==> src/hfv_pkg.sv <==
// Shared constants, codes and controller/datapath interface types for the
// heartbeat failure voter. No dependencies; every other file imports it.
package hfv_pkg;

  localparam int MAX_NODES  = 16;
  localparam int COUNT_BITS = 8;
  localparam int IDX_W      = $clog2(MAX_NODES);
  localparam int NCNT_W     = $clog2(MAX_NODES + 1);

  // Field widths fixed by the message format.
  localparam int ID_W    = 4;
  localparam int KIND_W  = 3;
  localparam int OP_W    = 3;
  localparam int VOTES_W = 4;
  localparam int CFG_IDX_W  = 2;
  localparam int CFG_DATA_W = 7;
  localparam int LIMIT_W    = 7;
  localparam int NCFG_W     = 5;

  // Result kinds.
  localparam logic [KIND_W-1:0] KIND_REQ  = 3'd0;
  localparam logic [KIND_W-1:0] KIND_YES  = 3'd1;
  localparam logic [KIND_W-1:0] KIND_NO   = 3'd2;
  localparam logic [KIND_W-1:0] KIND_ERR  = 3'd3;
  localparam logic [KIND_W-1:0] KIND_NONE = 3'd4;

  // Message opcodes.
  localparam logic [OP_W-1:0] OP_HEARTBEAT  = 3'd0;
  localparam logic [OP_W-1:0] OP_VOTE_REQ   = 3'd1;
  localparam logic [OP_W-1:0] OP_VOTE_YES   = 3'd2;
  localparam logic [OP_W-1:0] OP_VOTE_NO    = 3'd3;
  localparam logic [OP_W-1:0] OP_KILL_ACK   = 3'd4;
  localparam logic [OP_W-1:0] OP_KILL_ABORT = 3'd5;

  // Configuration register indexes.
  localparam logic [CFG_IDX_W-1:0] CFG_MY_ID      = 2'd0;
  localparam logic [CFG_IDX_W-1:0] CFG_NODE_COUNT = 2'd1;
  localparam logic [CFG_IDX_W-1:0] CFG_MISS_LIMIT = 2'd2;

  // Configuration reset values.
  localparam logic [ID_W-1:0]    MY_ID_RST      = 4'd0;
  localparam logic [NCFG_W-1:0]  NODE_COUNT_RST = 5'd16;
  localparam logic [LIMIT_W-1:0] MISS_LIMIT_RST = 7'd5;

  // Commands from the controller to the datapath.
  typedef struct packed {
    logic             load;       // latch the input transaction
    logic             live_step;  // count live entry at idx
    logic             walk_step;  // age entry at idx, maybe request a vote
    logic             finish;     // clear own entry, flush last tick result
    logic             msg_exec;   // act on the latched message
    logic [IDX_W-1:0] idx;
  } ctl_cmd_t;

  // Status from the datapath to the controller.
  typedef struct packed {
    logic [NCNT_W-1:0] act_n;     // min(node_count, MAX_NODES)
  } ctl_sts_t;

endpackage

==> src/hfv_ctrl.sv <==
// Sequencing state machine for the heartbeat failure voter.
// Depends on hfv_pkg; drives hfv_datapath through ctl_cmd_t.
module hfv_ctrl (
  input  logic              clk,
  input  logic              rst_n,
  input  logic              start,
  input  logic              in_command,
  input  hfv_pkg::ctl_sts_t sts,
  output hfv_pkg::ctl_cmd_t cmd,
  output logic              busy
);
  import hfv_pkg::*;

  typedef enum logic [4:0] {
    S_IDLE = 5'b00001,
    S_MSG  = 5'b00010,
    S_LIVE = 5'b00100,
    S_WALK = 5'b01000,
    S_FIN  = 5'b10000
  } state_t;

  state_t           state_r, state_nxt;
  logic [IDX_W-1:0] idx_r, idx_nxt;
  logic             last_idx;

  assign last_idx = ({1'b0, idx_r} == (sts.act_n - NCNT_W'(1)));

  always_comb begin
    state_nxt = state_r;
    idx_nxt   = idx_r;
    cmd       = '0;
    cmd.idx   = idx_r;
    busy      = 1'b1;
    unique case (state_r)
      S_IDLE: begin
        busy = 1'b0;
        if (start) begin
          cmd.load = 1'b1;
          idx_nxt  = '0;
          if (in_command) begin
            state_nxt = S_MSG;
          end else if (sts.act_n == '0) begin
            state_nxt = S_FIN;
          end else begin
            state_nxt = S_LIVE;
          end
        end
      end
      S_MSG: begin
        cmd.msg_exec = 1'b1;
        state_nxt    = S_IDLE;
      end
      S_LIVE: begin
        cmd.live_step = 1'b1;
        if (last_idx) begin
          idx_nxt   = '0;
          state_nxt = S_WALK;
        end else begin
          idx_nxt = idx_r + IDX_W'(1);
        end
      end
      S_WALK: begin
        cmd.walk_step = 1'b1;
        if (last_idx) begin
          state_nxt = S_FIN;
        end else begin
          idx_nxt = idx_r + IDX_W'(1);
        end
      end
      S_FIN: begin
        cmd.finish = 1'b1;
        state_nxt  = S_IDLE;
      end
      default: begin
        state_nxt = S_IDLE;
      end
    endcase
  end

  always_ff @(posedge clk) begin
    if (!rst_n) begin
      state_r <= S_IDLE;
      idx_r   <= '0;
    end else begin
      state_r <= state_nxt;
      idx_r   <= idx_nxt;
    end
  end

`ifndef SYNTHESIS
  a_start_leaves_idle: assert property (@(posedge clk) disable iff (!rst_n)
    (state_r == S_IDLE && start) |=> (state_r != S_IDLE))
    else $error("accepted transaction did not leave idle");

  a_msg_one_cycle: assert property (@(posedge clk) disable iff (!rst_n)
    (state_r == S_MSG) |=> (state_r == S_IDLE))
    else $error("message execution took more than one cycle");

  a_walk_in_range: assert property (@(posedge clk) disable iff (!rst_n)
    (state_r == S_WALK || state_r == S_LIVE) |-> ({1'b0, idx_r} < sts.act_n))
    else $error("entry walk beyond active node count");
`endif

endmodule

==> src/hfv_datapath.sv <==
// Node table, configuration registers and result register of the
// heartbeat failure voter. Depends on hfv_pkg; commanded by hfv_ctrl.
module hfv_datapath (
  input  logic                        clk,
  input  logic                        rst_n,
  input  hfv_pkg::ctl_cmd_t           cmd,
  output hfv_pkg::ctl_sts_t           sts,
  input  logic                        cfg_we,
  input  logic [hfv_pkg::CFG_IDX_W-1:0]  cfg_index,
  input  logic [hfv_pkg::CFG_DATA_W-1:0] cfg_data,
  input  logic [hfv_pkg::OP_W-1:0]    in_opcode,
  input  logic [hfv_pkg::ID_W-1:0]    in_source_id,
  input  logic [hfv_pkg::ID_W-1:0]    in_subject_id,
  output logic                        out_strobe,
  output logic [hfv_pkg::KIND_W-1:0]  out_kind,
  output logic [hfv_pkg::ID_W-1:0]    out_node_id,
  output logic [hfv_pkg::VOTES_W-1:0] out_votes_needed,
  output logic                        out_last
);
  import hfv_pkg::*;

  localparam int CMP_W = ((COUNT_BITS > LIMIT_W) ? COUNT_BITS : LIMIT_W) + 1;
  localparam logic signed [COUNT_BITS-1:0] CNT_UNMON = '1;
  localparam logic signed [COUNT_BITS-1:0] CNT_ZERO  = '0;
  localparam logic signed [COUNT_BITS-1:0] CNT_MAX   = {1'b0, {(COUNT_BITS-1){1'b1}}};
  localparam logic signed [CMP_W-1:0]      ONE_S     = CMP_W'(1);
  localparam logic [NCNT_W-1:0]            MAX_N     = NCNT_W'(MAX_NODES);

  // Configuration.
  logic [ID_W-1:0]    my_id_r;
  logic [NCFG_W-1:0]  node_count_r;
  logic [LIMIT_W-1:0] miss_limit_r;

  // Node table.
  logic signed [COUNT_BITS-1:0] cnt_r [MAX_NODES];
  logic [MAX_NODES-1:0]         tp_r;
  logic [MAX_NODES-1:0]         coord_r;

  // Latched transaction.
  logic [OP_W-1:0] op_r;
  logic [ID_W-1:0] src_r;
  logic [ID_W-1:0] subj_r;

  // Tick bookkeeping.
  logic [NCNT_W-1:0] live_r;
  logic              pend_v_r;
  logic [IDX_W-1:0]  pend_node_r;

  // Result register.
  logic                out_strobe_r, out_strobe_nxt;
  logic [KIND_W-1:0]   out_kind_r, out_kind_nxt;
  logic [ID_W-1:0]     out_node_r, out_node_nxt;
  logic [VOTES_W-1:0]  out_votes_r, out_votes_nxt;
  logic                out_last_r, out_last_nxt;

  logic [NCNT_W-1:0]            act_n;
  logic [IDX_W-1:0]             rd_idx;
  logic signed [COUNT_BITS-1:0] rd_cnt, cnt_inc;
  logic                         rd_mon, rd_tp, rd_coord;
  logic signed [CMP_W-1:0]      c_s, inc_s, lim_s, lim_m1_s;
  logic                         hit, subj_in, src_in, op_known, vote_ok, vote_yes;
  logic [KIND_W-1:0]            msg_kind;
  logic [VOTES_W-1:0]           need;

  assign act_n     = (node_count_r < MAX_N) ? node_count_r : MAX_N;
  assign sts.act_n = act_n;

  // Single read port into the table: the subject for messages, the walk
  // index otherwise.
  assign rd_idx   = cmd.msg_exec ? subj_r : cmd.idx;
  assign rd_cnt   = cnt_r[rd_idx];
  assign rd_mon   = !rd_cnt[COUNT_BITS-1];
  assign rd_tp    = tp_r[rd_idx];
  assign rd_coord = coord_r[rd_idx];
  assign cnt_inc  = (rd_cnt == CNT_MAX) ? rd_cnt : rd_cnt + CNT_ZERO + COUNT_BITS'(1);

  assign c_s      = CMP_W'(rd_cnt);
  assign inc_s    = CMP_W'(cnt_inc);
  assign lim_s    = $signed(CMP_W'(miss_limit_r));
  assign lim_m1_s = lim_s - ONE_S;

  assign hit      = rd_mon && (inc_s >= lim_s) && !rd_tp;
  assign need     = VOTES_W'(live_r >> 1);

  assign subj_in  = ({1'b0, subj_r} < act_n);
  assign src_in   = ({1'b0, src_r} < act_n);
  assign op_known = (op_r <= OP_KILL_ABORT);
  assign vote_ok  = !rd_coord || (src_r <= my_id_r);
  assign vote_yes = (c_s >= lim_m1_s) || (!rd_coord && !rd_mon);

  always_comb begin
    msg_kind = KIND_NONE;
    case (op_r) inside
      OP_VOTE_REQ: begin
        if (subj_in && vote_ok) begin
          msg_kind = vote_yes ? KIND_YES : KIND_NO;
        end
      end
      OP_HEARTBEAT, OP_VOTE_YES, OP_VOTE_NO, OP_KILL_ACK, OP_KILL_ABORT: begin
        msg_kind = KIND_NONE;
      end
      default: begin
        msg_kind = KIND_ERR;
      end
    endcase
  end

  // Tick requests are held back one slot so the final one can carry last.
  always_comb begin
    out_strobe_nxt = 1'b0;
    out_kind_nxt   = KIND_NONE;
    out_node_nxt   = '0;
    out_votes_nxt  = '0;
    out_last_nxt   = 1'b0;
    if (cmd.msg_exec) begin
      out_strobe_nxt = 1'b1;
      out_kind_nxt   = msg_kind;
      out_node_nxt   = subj_r;
      out_last_nxt   = 1'b1;
    end else if (cmd.walk_step && hit && pend_v_r) begin
      out_strobe_nxt = 1'b1;
      out_kind_nxt   = KIND_REQ;
      out_node_nxt   = ID_W'(pend_node_r);
      out_votes_nxt  = need;
    end else if (cmd.finish) begin
      out_strobe_nxt = 1'b1;
      out_last_nxt   = 1'b1;
      if (pend_v_r) begin
        out_kind_nxt  = KIND_REQ;
        out_node_nxt  = ID_W'(pend_node_r);
        out_votes_nxt = need;
      end
    end
  end

  always_ff @(posedge clk) begin
    if (!rst_n) begin
      my_id_r      <= MY_ID_RST;
      node_count_r <= NODE_COUNT_RST;
      miss_limit_r <= MISS_LIMIT_RST;
      for (int i = 0; i < MAX_NODES; i++) begin
        cnt_r[i] <= (IDX_W'(i) == IDX_W'(MY_ID_RST)) ? CNT_ZERO : CNT_UNMON;
      end
      tp_r         <= '0;
      coord_r      <= '0;
      pend_v_r     <= 1'b0;
      out_strobe_r <= 1'b0;
    end else begin
      out_strobe_r <= out_strobe_nxt;

      if (cmd.load) begin
        pend_v_r <= 1'b0;
      end

      if (cmd.walk_step && rd_mon) begin
        cnt_r[cmd.idx] <= cnt_inc;
      end
      if (cmd.walk_step && hit) begin
        coord_r[cmd.idx] <= 1'b1;
        pend_v_r         <= 1'b1;
      end

      if (cmd.msg_exec) begin
        if (subj_in) begin
          if (op_r == OP_VOTE_REQ && vote_ok) begin
            tp_r[subj_r]    <= 1'b1;
            coord_r[subj_r] <= 1'b0;
          end
          if (op_r == OP_KILL_ACK) begin
            tp_r[subj_r] <= 1'b0;
            // A sender that is its own subject ends cleared below.
            if (src_r != subj_r) begin
              cnt_r[subj_r] <= CNT_UNMON;
            end
          end
          if (op_r == OP_KILL_ABORT) begin
            tp_r[subj_r] <= 1'b0;
          end
        end
        // Sender clear lands after the subject update.
        if (op_known && src_in) begin
          cnt_r[src_r] <= CNT_ZERO;
        end
      end

      if (cmd.finish) begin
        cnt_r[my_id_r] <= CNT_ZERO;
      end

      if (cfg_we) begin
        if (cfg_index == CFG_MY_ID) begin
          my_id_r                   <= cfg_data[ID_W-1:0];
          cnt_r[cfg_data[ID_W-1:0]] <= CNT_ZERO;
        end
        if (cfg_index == CFG_NODE_COUNT) begin
          node_count_r <= cfg_data[NCFG_W-1:0];
        end
        if (cfg_index == CFG_MISS_LIMIT) begin
          miss_limit_r <= cfg_data[LIMIT_W-1:0];
        end
      end
    end
  end

  // Payload registers, no reset.
  always_ff @(posedge clk) begin
    if (cmd.load) begin
      op_r   <= in_opcode;
      src_r  <= in_source_id;
      subj_r <= in_subject_id;
      live_r <= '0;
    end
    if (cmd.live_step && rd_mon) begin
      live_r <= live_r + NCNT_W'(1);
    end
    if (cmd.walk_step && hit) begin
      pend_node_r <= cmd.idx;
    end
    out_kind_r  <= out_kind_nxt;
    out_node_r  <= out_node_nxt;
    out_votes_r <= out_votes_nxt;
    out_last_r  <= out_last_nxt;
  end

  assign out_strobe       = out_strobe_r;
  assign out_kind         = out_kind_r;
  assign out_node_id      = out_node_r;
  assign out_votes_needed = out_votes_r;
  assign out_last         = out_last_r;

`ifndef SYNTHESIS
  a_only_requests_continue: assert property (@(posedge clk) disable iff (!rst_n)
    (out_strobe_r && out_kind_r != KIND_REQ) |-> out_last_r)
    else $error("non-request result without last");

  a_votes_bounded: assert property (@(posedge clk) disable iff (!rst_n)
    out_strobe_r |-> (out_votes_r <= VOTES_W'(MAX_NODES / 2)))
    else $error("votes_needed above half the group");

  a_finish_flushes: assert property (@(posedge clk) disable iff (!rst_n)
    cmd.finish |=> (out_strobe_r && out_last_r))
    else $error("tick finished without a final result");
`endif

endmodule

==> src/heartbeat_failure_voter.sv <==
// Top level of the heartbeat failure voter: controller plus datapath.
// Depends on hfv_pkg, hfv_ctrl and hfv_datapath.
//
// Usage:
//   Input: drive in_command/in_opcode/in_source_id/in_subject_id and raise
//   start; the transaction is taken at the clock edge where start is high
//   and busy is low. busy stays high while it is being worked on.
//   Results: each appears for one cycle with out_strobe high; out_last marks
//   the final result of a transaction. The receiver cannot stall, so every
//   strobe must be captured on the cycle it appears.
//   Configuration: cfg_we/cfg_index/cfg_data write my_id (0), node_count (1)
//   or miss_limit (2); write only while busy is low and no result is still
//   due. Writing my_id clears the new own entry.
// Sequence (n = min(node_count, 16)):
//   Message: busy while the message executes; its single result shows in the
//   next cycle. Tick: one pass over the n entries counts live nodes over the
//   single table read port, a second pass ages each entry and raises vote
//   requests, then a final step clears the own entry. Results trail by one
//   slot, the last one in the cycle in which busy falls.
// Reset (synchronous, rst_n low): all entries unmonitored except node 0,
//   which is this node's reset id; no votes open; registers at defaults.
module heartbeat_failure_voter (
  input  logic                           clk,
  input  logic                           rst_n,
  input  logic                           start,
  output logic                           busy,
  input  logic                           in_command,
  input  logic [hfv_pkg::OP_W-1:0]       in_opcode,
  input  logic [hfv_pkg::ID_W-1:0]       in_source_id,
  input  logic [hfv_pkg::ID_W-1:0]       in_subject_id,
  output logic                           out_strobe,
  output logic [hfv_pkg::KIND_W-1:0]     out_kind,
  output logic [hfv_pkg::ID_W-1:0]       out_node_id,
  output logic [hfv_pkg::VOTES_W-1:0]    out_votes_needed,
  output logic                           out_last,
  input  logic                           cfg_we,
  input  logic [hfv_pkg::CFG_IDX_W-1:0]  cfg_index,
  input  logic [hfv_pkg::CFG_DATA_W-1:0] cfg_data
);
  import hfv_pkg::*;

  ctl_cmd_t cmd;
  ctl_sts_t sts;

  // Sequence the passes and hand out table indexes.
  hfv_ctrl u_ctrl (
    .clk        (clk),
    .rst_n      (rst_n),
    .start      (start),
    .in_command (in_command),
    .sts        (sts),
    .cmd        (cmd),
    .busy       (busy)
  );

  // Hold the node table and configuration, form each result.
  hfv_datapath u_dp (
    .clk              (clk),
    .rst_n            (rst_n),
    .cmd              (cmd),
    .sts              (sts),
    .cfg_we           (cfg_we),
    .cfg_index        (cfg_index),
    .cfg_data         (cfg_data),
    .in_opcode        (in_opcode),
    .in_source_id     (in_source_id),
    .in_subject_id    (in_subject_id),
    .out_strobe       (out_strobe),
    .out_kind         (out_kind),
    .out_node_id      (out_node_id),
    .out_votes_needed (out_votes_needed),
    .out_last         (out_last)
  );

endmodule
==> config.mk <==
export PLATFORM = sky130hd
export DESIGN_NAME = heartbeat_failure_voter
export DESIGN_NICKNAME = d
export VERILOG_FILES = /design/src/hfv_pkg.sv /design/src/hfv_ctrl.sv /design/src/hfv_datapath.sv /design/src/heartbeat_failure_voter.sv
export SDC_FILE = /design/constraint.sdc
export NUM_CORES = 1
export LEC_CHECK = 0
export ABC_AREA = 1
export BUFFER_PORTS_ARGS = -buffer_cell sky130_fd_sc_hd__buf_2
export CORE_MARGIN = 8
export CORE_UTILIZATION = 40
export DETAILED_ROUTE_END_ITERATION = 16
export RECOVER_POWER = 100
export SYNTH_ARGS = -nofsm -noshare
export SYNTH_HDL_FRONTEND = slang
export SYNTH_HIERARCHICAL = 1
export SYNTH_SLANG_ARGS = --single-unit
==> constraint.sdc <==
create_clock -name clk -period 4.9 [get_ports clk]
set_input_delay 0.49 -clock clk [delete_from_list [all_inputs] [get_ports clk]]
set_output_delay 0.49 -clock clk [all_outputs]
set_load 0.05 [all_outputs]
# --- Yosys cells after proc, flatten, opt, wreduce, memory -nomap -nowiden ---
# Memory sizes are Yosys's and may differ from the RTL's.
# Index checks and enable logic that the tools add are counted.
op_classes:
  n_addsub: 5
  magnitude_cmp: 12
  n_eq_ne: 19
  n_mux: 100
  bitwise_logic: 6
  reduce_logical: 35
op_table:
  columns: ["op", "count"]
  rows:
  - ["16-bit 2-to-1 mux", 14]
  - ["4-bit 2-to-1 mux", 16]
  - ["16-bit AND", 3]
  - ["8-bit 2-to-1 mux", 6]
  - ["1-bit 2-to-1 mux", 42]
  - ["5-bit 2-to-1 mux", 8]
  - ["8-bit OR reduction", 5]
  - ["16-bit OR", 2]
  - ["3-bit 2-to-1 mux", 7]
  - ["8-bit greater-or-equal comparator", 2]
  - ["16-bit NOT", 1]
  - ["4-bit by 5-bit < comparator with 1-bit output, second input constant", 3]
  - ["5-bit case mux with 3 select lines", 1]
  - ["1-bit logical AND", 12]
  - ["4-bit case mux with 3 select lines", 1]
  - ["4-bit by 5-bit < comparator with 1-bit output", 2]
  - ["8-bit by 2-bit adder with 8-bit output, second input constant", 1]
  - ["1-bit binary-select mux with 4-bit select", 2]
  - ["1-bit demux with 4-bit select", 2]
  - ["8-bit equality test, second input constant", 1]
  - ["4-bit by 1-bit greater-or-equal comparator with 1-bit output, second input constant", 2]
  - ["2-bit AND reduction", 4]
  - ["7-bit by 1-bit subtractor with 8-bit output, second input constant", 1]
  - ["3-bit by 2-bit equality test with 1-bit output, second input constant", 2]
  - ["29 further kinds", 37]
totals:
  register_bits: 91
  ramBits: 128
  in_bits: 25
  output_inout_bits: 14
  wordCells: 196
  n_memories: 1
memory_table:
  columns: ["memory", "words", "word_bits", "rd", "rd_ports_with_merged_regs", "wr", "line", "text"]
  rows:
  - ["u_dp.cnt_r", 16, 8, 1, 0, 16, "hfv_datapath.sv:35", "logic signed [COUNT_BITS-1:0] cnt_r [MAX_NODES];"]

# --- Depth between registers and ports, before layout ---
# Gate-level depths: netlist of the first run.
logic_depth:
  word_depth: 19
  mapped_depth: 40
  ltp_nobuf: 38

# --- Cells and area by module ---
# The synthesis of the first run kept the hierarchy.
modules_own_cells:
  columns: ["module", "n_inst", "cells_each", "area_per_inst_um2", "seq_area_each_um2"]
  rows:
  - ["hfv_datapath", 1, 1709, 11651.2, 4404.2]
  - ["hfv_ctrl", 1, 117, 774.5, 180.2]

# --- Least setup slack after synthesis of the first run ---
# Ideal clock, no wire load.
synth_path:
  path_type: "reg2reg"
  start: "register u_ctrl.state_r[3]"
  end: "register u_dp.pend_node_r[0], enable pin"
  setup_time_ps: 305
  t_arrival_ps: 4199
  required_ps: 4595
  slack_ps: 397
  path_stages_with_launch: 37
  path_buffers: 2
  synth_period_minus_slack_ps: 4503
  path_cell_list: "dfxtp_1 -> nor2_2 -> inv_1 -> nor2_1 -> inv_2 -> nand2_2 -> nand2_2 -> buf_6 -> buf_2 -> nand2_1 -> nand3_1 -> nand3_1 -> nand3_1 -> nand2_1 -> ha_1 -> inv_1 -> nor2_1 -> nand2_1 -> nor2_2 -> nand3_4 -> inv_2 -> nand2_2 -> nand2_1 -> inv_1 -> ha_1 -> o21ai_0 -> nand2_1 -> nand3_1 -> nand2_1 -> nand2_1 -> nand2_1 -> nand2_1 -> nand2_1 -> a21oi_1 -> nor2_2 -> nand3_1 -> inv_1"
synth_rtl:
  columns: ["item", "line", "text"]
  rows:
  - ["start, declared", "hfv_ctrl.sv:22", "state_t state_r, state_nxt;"]
  - ["start signal, assigned", "hfv_ctrl.sv:85", "state_r <= state_nxt;"]
  - ["end signal, assigned", "hfv_datapath.sv:217", "pend_node_r <= cmd.idx;"]
  - ["end, declared", "hfv_datapath.sv:47", "logic [IDX_W-1:0] pend_node_r;"]

==> metrics.md, run 1 <==
| Metric | Value |
|---|---|
| Result of the run | `finished, violations left` |
| Violated checks | `capacitance limit, slew limit` |
| Post-Place Cell Area | `13210 sq um` |
| DR vias | `12562` |
| Power per unit of standard cell area | `474.4 nW/um^2` |
| Most frequent cells in the layout | `nand2_1, nand3_1, inv_1, dfxtp_1, nor2_1` |
| Data required time of the critical path | `5340 ps` |
| Die extent in y | `192.3 um` |
| Final setup violation count | `0` |
| Met2 Use GR | `35.48%` |
| Cell-by-cell trace of the critical path | `nor2_2 > inv_1 > nor2_2 > buf_12 > inv_4 > nand2_4 > nand2_2 > buf_12 > buf_4 > nand2_1 > o211ai_1 > nand3_1 > nand3_1 > nand2_1 > clkbuf_1 > nor2_4 > nand2_1 > inv_1 > nand2_1 > a21oi_1 > nand3_1 > nand2_1 > inv_1` |
| Final setup skew | `12.04 ps` |
| CTS clock-pin slew for the worst setup and hold paths | `60 ps` |
| Met3 demand-to-capacity share in global routing | `2.783%` |
| Routability Congestion | `0.9228` |
| Min Hold Slack | `122.6 ps` |
| Sum of net half-perimeters after detailed placement | `30750 um` |
| Flop2flop setup slack | `330 ps` |
| # clock sinks | `219` |
| Worst-path fanout max | `38` |
| Worst endpoint data arrival time | `5010 ps` |
| Number of buffers inserted for hold repair after clock tree synthesis | `0` |
| Worst-margin pin slew | `1519 ps` |
| LEAKAGE | `6.102 nW` |
| Final-layout fill cell count | `3249` |
| Critical path's slowest cell | `a21oi_1` |
| CP Capture Type | `flop` |
| Core footprint | `30590 sq um` |
| Number of synthesized flops with an enable pin | `20` |
| Final hold violation count | `0` |
| Startpoint type of the worst setup path | `flop` |
| Clock buffer count from CTS | `26` |
| CP delay by family, top | `simple AND/OR/NAND/NOR gates` |
| Antenna violations before repair | `0` |
| Count of warnings emitted by yosys | `6` |
| Cell Area, Synth | `12430 sq um` |
| Starting Density | `40.62%` |
| Grt met1 use | `31.59%` |
| Buffers & Inverters on Critical Path | `8` |
| # nets final | `1937` |
| Total number of placement rows | `64` |
| Post-synthesis register bit count | `219` |
| Global-route wire length before repair | `65590 um` |
| Via count of the first global-routing pass | `11529` |
| Number of I/O pins | `39` |
| Setup TNS | `0 ps` |
| Insertion delay to the later sink of the worst-skew pair | `540 ps` |
| Dominant cell type by area after synthesis | `dfxtp_1` |
| WL final | `42520 um` |
| Average wire per cell in the routed design | `18.52 um` |
| Count of cells along the worst hold path | `1` |
| Area of the die | `36960 sq um` |
| Slew margin rel. | `-1.489%` |
| Share of final-layout standard cells stronger than drive strength 1 | `10.16%` |
| Overall track demand over capacity in global routing | `22.47%` |
| GRT Max-Usage Layer | `met2` |
| DRT Pass-1 Iters | `6` |
| Top-area cell type share of the netlist area | `32.06%` |
| Origin of the critical flop-to-flop path | `u_ctrl/state_r[3]$_SDFFE_PN0P_` |
| Worst Setup Path Type | `reg -> reg` |
| Most common cell type on the critical path | `nand2_1` |
| Reg-to-Reg End | `u_dp/cnt_r[3][0]$_SDFFE_PP0P_` |
| Highest clock rate | `219.0 MHz` |
| Worst hold endpoint | `u_dp/src_r[0]$_DFFE_PP_` |
| Max Transition Viols Final | `17` |
| Cell chosen for the clock root | `clkbuf_16` |
| Worst r2r path cells | `23` |
| Area overhead of the layout relative to synthesis | `13.21%` |
| Number of H-tree levels | `1` |
| Worst vdd rail ir drop | `0.4170 mV` |
| Post-Syn Instances | `1826` |
| Start point of the worst min-delay path | `in_source_id[0]` |
| Number of nets with antenna violations after detailed routing | `0` |
| Min-Delay Path Class | `in -> reg` |
| Clock tree from TritonCTS | `yes` |
| Routed vias/inst | `5.471` |
| Share of synthesized registers carrying an async set or reset | `0%` |
| Delay of the slowest cell on the worst path | `660 ps` |
| Final period demand of the worst path | `4566 ps` |
| First DRT Iteration DRCs | `1219` |
| DRC errors left | `0` |
| Post-synthesis net count | `1880` |
| Share of the cycle needed by the critical path after routing | `93.19%` |
| Synthesized area per cell | `6.805 sq um` |
| Number of max-cap violations | `1` |
| Die span in x | `192.3 um` |
| Leading post-synthesis cells by cell area | `dfxtp_1, nand3_1, nand2_1, inv_1, a21oi_1` |
| Clock Path Buffers | `3` |
| Number of buffers added on ports | `38` |
| Most common cell after layout, fill and taps aside | `nand2_1` |
| Flip-flop cell with the highest count after synthesis | `dfxtp_1` |
| Maximum number of pins on one net before global-route repair | `59` |
| Unique cell type count in the Yosys netlist | `49` |
| Final design area excluding fillers | `14070 sq um` |
| Sum of overflow across all layers after global routing | `0` |
| Antenna diode count | `0` |
| Part of the Yosys area used for sequential elements | `36.89%` |
-- state kept, by name (all words and copies together) (netlist names), 5 cells and up, named ones only --
signal and flops:
u_dp/miss_limit_r 7, u_dp/coord_r 16, u_dp/node_count_r 5, u_dp/live_r 5, u_ctrl/state_r 5, u_dp/cnt_r 128, u_dp/tp_r 15
-- worst max path at each step --
stage / start / end / slack, ps / cells after the start
2_1_floorplan: u_ctrl/state_r[3]$_SDFFE_PN0P_ / u_dp/pend_node_r[0]$_DFFE_PN_ / 400 / 36
3_3_place_gp: u_ctrl/state_r[3]$_SDFFE_PN0P_ / u_dp/out_votes_needed[2]$_SDFF_PP0_ / 160 / 38
3_5_place_dp: u_ctrl/state_r[3]$_SDFFE_PN0P_ / u_dp/out_votes_needed[0]$_SDFF_PP0_ / 80 / 38
4_1_cts: u_ctrl/state_r[3]$_SDFFE_PN0P_ / u_dp/out_votes_needed[0]$_SDFF_PP0_ / 50 / 38
5_1_grt: u_ctrl/state_r[3]$_SDFFE_PN0P_ / u_dp/out_kind[2]$_DFF_P_ / -8 / 38
6_report: u_ctrl/state_r[3]$_SDFFE_PN0P_ / u_dp/cnt_r[3][0]$_SDFFE_PP0P_ / 330 / 23
-- timing repair --
item,in CTS,in global routing
setup buffers,0,2
gates resized for setup,0,18
setup endpoints to repair,0,32
-- cells in the mapped netlist (all sizes together) (2+ instances only) --
cell and count:
a32oi 2, xor2 8, nor3 17, nor2 157, o211ai 17, inv 281
o311ai 4, clkbuf 22, o221ai 7, nand3b 4, buf 45, o21ai 124
nand4 29, edfxtp 20, clkinv 2, xnor2 6, a221oi 13, nand2 345
ha 29, a21oi 145, or2 30, nand3 311, nor4 3, dfxtp 199
-- metrics by stage --
step / setup WS (ps) / std cells / util, % / power, mW
2_1_floorplan: 396.7 / 1826 / - / 3.676
3_3_place_gp: 162.6 / 2246 / 43.18 / 4.588
3_5_place_dp: 83.72 / 2246 / 43.18 / 4.594
4_1_cts: 51.58 / 2291 / 46.02 / 6.591
5_1_grt: -8.024 / 2296 / 45.99 / 6.993
6_report: 333.9 / 2296 / 45.99 / 6.673
-- routing by layer --
layer | vias to the layer above | wire [um]
met4 | 0 | 1287
met2 | 483 | 18640
met1 | 5858 | 19360
met3 | 76 | 3232
met5 | - | 0
li1 | 6145 | -
-- final cells by class --
type                       count  area (sq um)  share of cell area [%]
clock buffer                  34         700.7                   4.981
clock inverter                11         166.4                   1.183
inverter                     283          1071                   7.614
multi-input combinational   1257          6395                   45.46
sequential                   219          4584                   32.59
tap                          396         495.5                   3.522
timing repair buffer          96         654.4                   4.652
-- power by group --
part | internal [mW] | switching, mW
combinational | 0.789 | 1.94
sequential | 1.88 | 0.0676
clock | 1.21 | 0.782
total | 3.88 | 2.79
-- worst register-to-register path: stages, from the launching register on --
cell      delay (ps)
dfxtp_1          400
nor2_2            70
inv_1             90
nor2_2            60
buf_12           150
inv_4            130
nand2_4          120
nand2_2          120
buf_12           220
buf_4            330
nand2_1           90
o211ai_1         120
nand3_1          170
nand3_1          110
nand2_1          100
clkbuf_1         260
nor2_4           290
nand2_1          140
inv_1            400
nand2_1          170
a21oi_1          660
nand3_1          150
nand2_1          110
inv_1             40
-- kinds of logic after synthesis --
| family | Yosys count | synth area share, % |
|---|---|---|
| AND/OR/NAND/NOR | 898 | 33.36 |
| adder cells (fa/ha/maj) | 29 | 2.920 |
| XOR/XNOR | 14 | 0.9868 |
| flip-flops | 219 | 36.89 |
| buffers and inverters | 350 | 11.54 |
| AO/OA/AOI/OAI | 316 | 14.30 |
Note: power is estimated with default switching activity, not from simulation.
==> inputs of run 2 (changes only) <==
--- a/config.mk
+++ b/config.mk
@@ -10,6 +10,7 @@
 export CORE_MARGIN = 8
 export CORE_UTILIZATION = 40
 export DETAILED_ROUTE_END_ITERATION = 16
+export MAX_ROUTING_LAYER = met4
 export RECOVER_POWER = 100
 export SYNTH_ARGS = -nofsm -noshare
 export SYNTH_HDL_FRONTEND = slang
==> run 2 against run 1 <==
- the flow now finishes without violations
- final area rose by 0.63%
- clock-buffer cell count rose by 1
- sequential share of layout area fell by 0.19 points
- clock skew rose by 0.95 ps
- register-to-register slack got worse by 70 ps
- combinational power rose by 2%
- critical endpoint is now u_dp/coord_r[8]$_SDFF_PN0_
==> metrics.md, run 2 (same netlist as run 1, synthesis figures left out) <==
| Metric | Value |
|---|---|
| Number of max-cap violations | `0` |
| # clock sinks | `219` |
| Min-Delay Path Class | `in -> reg` |
| Start point of the worst min-delay path | `in_source_id[0]` |
| WL final | `42850 um` |
| Most frequent cells in the layout | `nand2_1, nand3_1, inv_1, dfxtp_1, nor2_1` |
| Most common cell after layout, fill and taps aside | `nand2_1` |
| Final setup violation count | `0` |
| Final period demand of the worst path | `4633 ps` |
| Die span in x | `192.3 um` |
| DR vias | `12589` |
| Worst Setup Path Type | `reg -> reg` |
| Clock buffer count from CTS | `26` |
| Clock Path Buffers | `3` |
| Final hold violation count | `0` |
| Unrepaired setup endpoints after global routing | `no` |
| Insertion delay to the later sink of the worst-skew pair | `540 ps` |
| # nets final | `1945` |
| Result of the run | `finished, final reports clean` |
| LEAKAGE | `6.122 nW` |
| Core footprint | `30590 sq um` |
| Number of nets with antenna violations after detailed routing | `0` |
| Sum of overflow across all layers after global routing | `0` |
| Max Transition Viols Final | `0` |
| Worst r2r path cells | `35` |
| Count of cells along the worst hold path | `1` |
| DRT Pass-1 Iters | `6` |
| Number of H-tree levels | `1` |
| Number of flip-flops under the largest register name | `128` |
| Routed vias/inst | `5.459` |
| First DRT Iteration DRCs | `1245` |
| Delay of the slowest cell on the worst path | `380 ps` |
| Data required time of the critical path | `5360 ps` |
| Min Hold Slack | `125.6 ps` |
| CTS clock-pin slew for the worst setup and hold paths | `60 ps` |
| Clock tree from TritonCTS | `yes` |
| Worst-margin pin slew | `1305 ps` |
| Number of buffers added on ports | `38` |
| CP Capture Type | `flop` |
| Most common cell type on the critical path | `nand2_1` |
| Origin of the critical flop-to-flop path | `u_ctrl/state_r[0]$_SDFFE_PN1P_` |
| Final setup skew | `12.99 ps` |
| Cell chosen for the clock root | `clkbuf_16` |
| Startpoint type of the worst setup path | `flop` |
| DRC errors left | `0` |
| Global-route wire length before repair | `65100 um` |
| Share of final-layout standard cells stronger than drive strength 1 | `11.52%` |
| Average wire per cell in the routed design | `18.58 um` |
| Worst-path fanout max | `14` |
| Routability Congestion | `0.9467` |
| Area overhead of the layout relative to synthesis | `13.93%` |
| Share of the cycle needed by the critical path after routing | `94.56%` |
| Area of the die | `36960 sq um` |
| Slew margin rel. | `13.02%` |
| Total number of placement rows | `64` |
| Biggest regs | `u_dp/cnt_r (128), u_dp/coord_r (16), u_dp/tp_r (15)` |
| Antenna violations before repair | `0` |
| Reg-to-Reg End | `u_dp/coord_r[8]$_SDFF_PN0_` |
| Power per unit of standard cell area | `466.0 nW/um^2` |
| Flop2flop setup slack | `270 ps` |
| Sum of net half-perimeters after detailed placement | `30640 um` |
| Number of I/O pins | `39` |
| Highest clock rate | `215.8 MHz` |
| Critical path's slowest cell | `dfxtp_1` |
| Starting Density | `40.62%` |
| Antenna diode count | `0` |
| Maximum number of pins on one net before global-route repair | `59` |
| Worst endpoint data arrival time | `5100 ps` |
| Die extent in y | `192.3 um` |
| Worst vdd rail ir drop | `0.3295 mV` |
| Overall track demand over capacity in global routing | `22.99%` |
| Via count of the first global-routing pass | `11441` |
| Top register by number of flip-flops | `u_dp/cnt_r` |
| Worst hold endpoint | `u_dp/src_r[0]$_DFFE_PP_` |
| Setup TNS | `0 ps` |
## run 2: cell count changes in the layout (fill, tap and decap cells not counted), sizes merged
cell      previous run  this run
buf                 73        79
bufinv               4         1
clkbuf              57        60
clkinvlp             1         4
clkinv               9        10
## run 2: final cells by class
cell class	instances	area [sq um]
Tap cell	396	495.5
Clock buffer	35	725.7
Clock inverter	12	97.59
Sequential cell	219	4587
Fill cell	3205	16430
Multi-Input combinational cell	1257	6446
Timing Repair Buffer	104	735.7
Inverter	283	1069
## run 2: worst max path at each step
stage	from	endpoint	slack [ps]	depth (start not counted)
3_5_place_dp	u_ctrl/state_r[3]$_SDFFE_PN0P_	u_dp/out_votes_needed[3]$_SDFF_PP0_	110	35
4_1_cts	u_ctrl/state_r[3]$_SDFFE_PN0P_	u_dp/out_votes_needed[3]$_SDFF_PP0_	100	35
2_1_floorplan	u_ctrl/state_r[3]$_SDFFE_PN0P_	u_dp/pend_node_r[0]$_DFFE_PN_	400	36
3_3_place_gp	u_ctrl/state_r[3]$_SDFFE_PN0P_	u_dp/out_votes_needed[2]$_SDFF_PP0_	170	36
6_report	u_ctrl/state_r[0]$_SDFFE_PN1P_	u_dp/coord_r[8]$_SDFF_PN0_	270	35
5_1_grt	u_ctrl/state_r[0]$_SDFFE_PN1P_	u_dp/out_votes_needed[3]$_SDFF_PP0_	0.6	37
## run 2: worst max-delay path: cells and delay by family (launching register included)
| kind | cells | cell delay (ps) |
|---|---|---|
| flip-flops | 1 | 380 |
| adder cells (fa/ha/maj) | 1 | 280 |
| buffers and inverters | 9 | 1390 |
| AND/OR/NAND/NOR | 21 | 2090 |
| AO/OA/AOI/OAI | 4 | 450 |
## run 2: repair_timing
action	in CTS	in global routing
hold buffers	0	0
hold endpoints to repair	0	0
buffers inserted	0	12
endpoints found under the setup margin	0	32
gates resized for setup	0	21
## run 2: power by group
part	switching [mW]	leakage (nW)	internal, mW
sequential	0.0692	1.80	1.88
clock	0.772	0.394	1.09
combinational	1.96	3.92	0.827
## run 2: per-layer routing
metal  global-route usage, %  vias up  wire [um]
li1                        -     6153          -
met1                   31.06     5850      19190
met2                   35.05      516      18840
met3                   3.632       70       3502
met4                   6.786        0       1317
met5                       -        -          0
## run 2: through the flow
step                      util (%)  std cells  power (mW)  setup slack, ps  area (sq um)
after detailed placement     43.13       2244       4.584            110.1         13190
after global routing         46.28       2306       6.924           0.5924         14160
after floorplan                  -       1826       3.676            396.7         12430
final                        46.28       2306       6.596            266.8         14160
after CTS                    45.82       2291       6.463            104.4         14020
after global placement       43.13       2244       4.577            172.5         13190
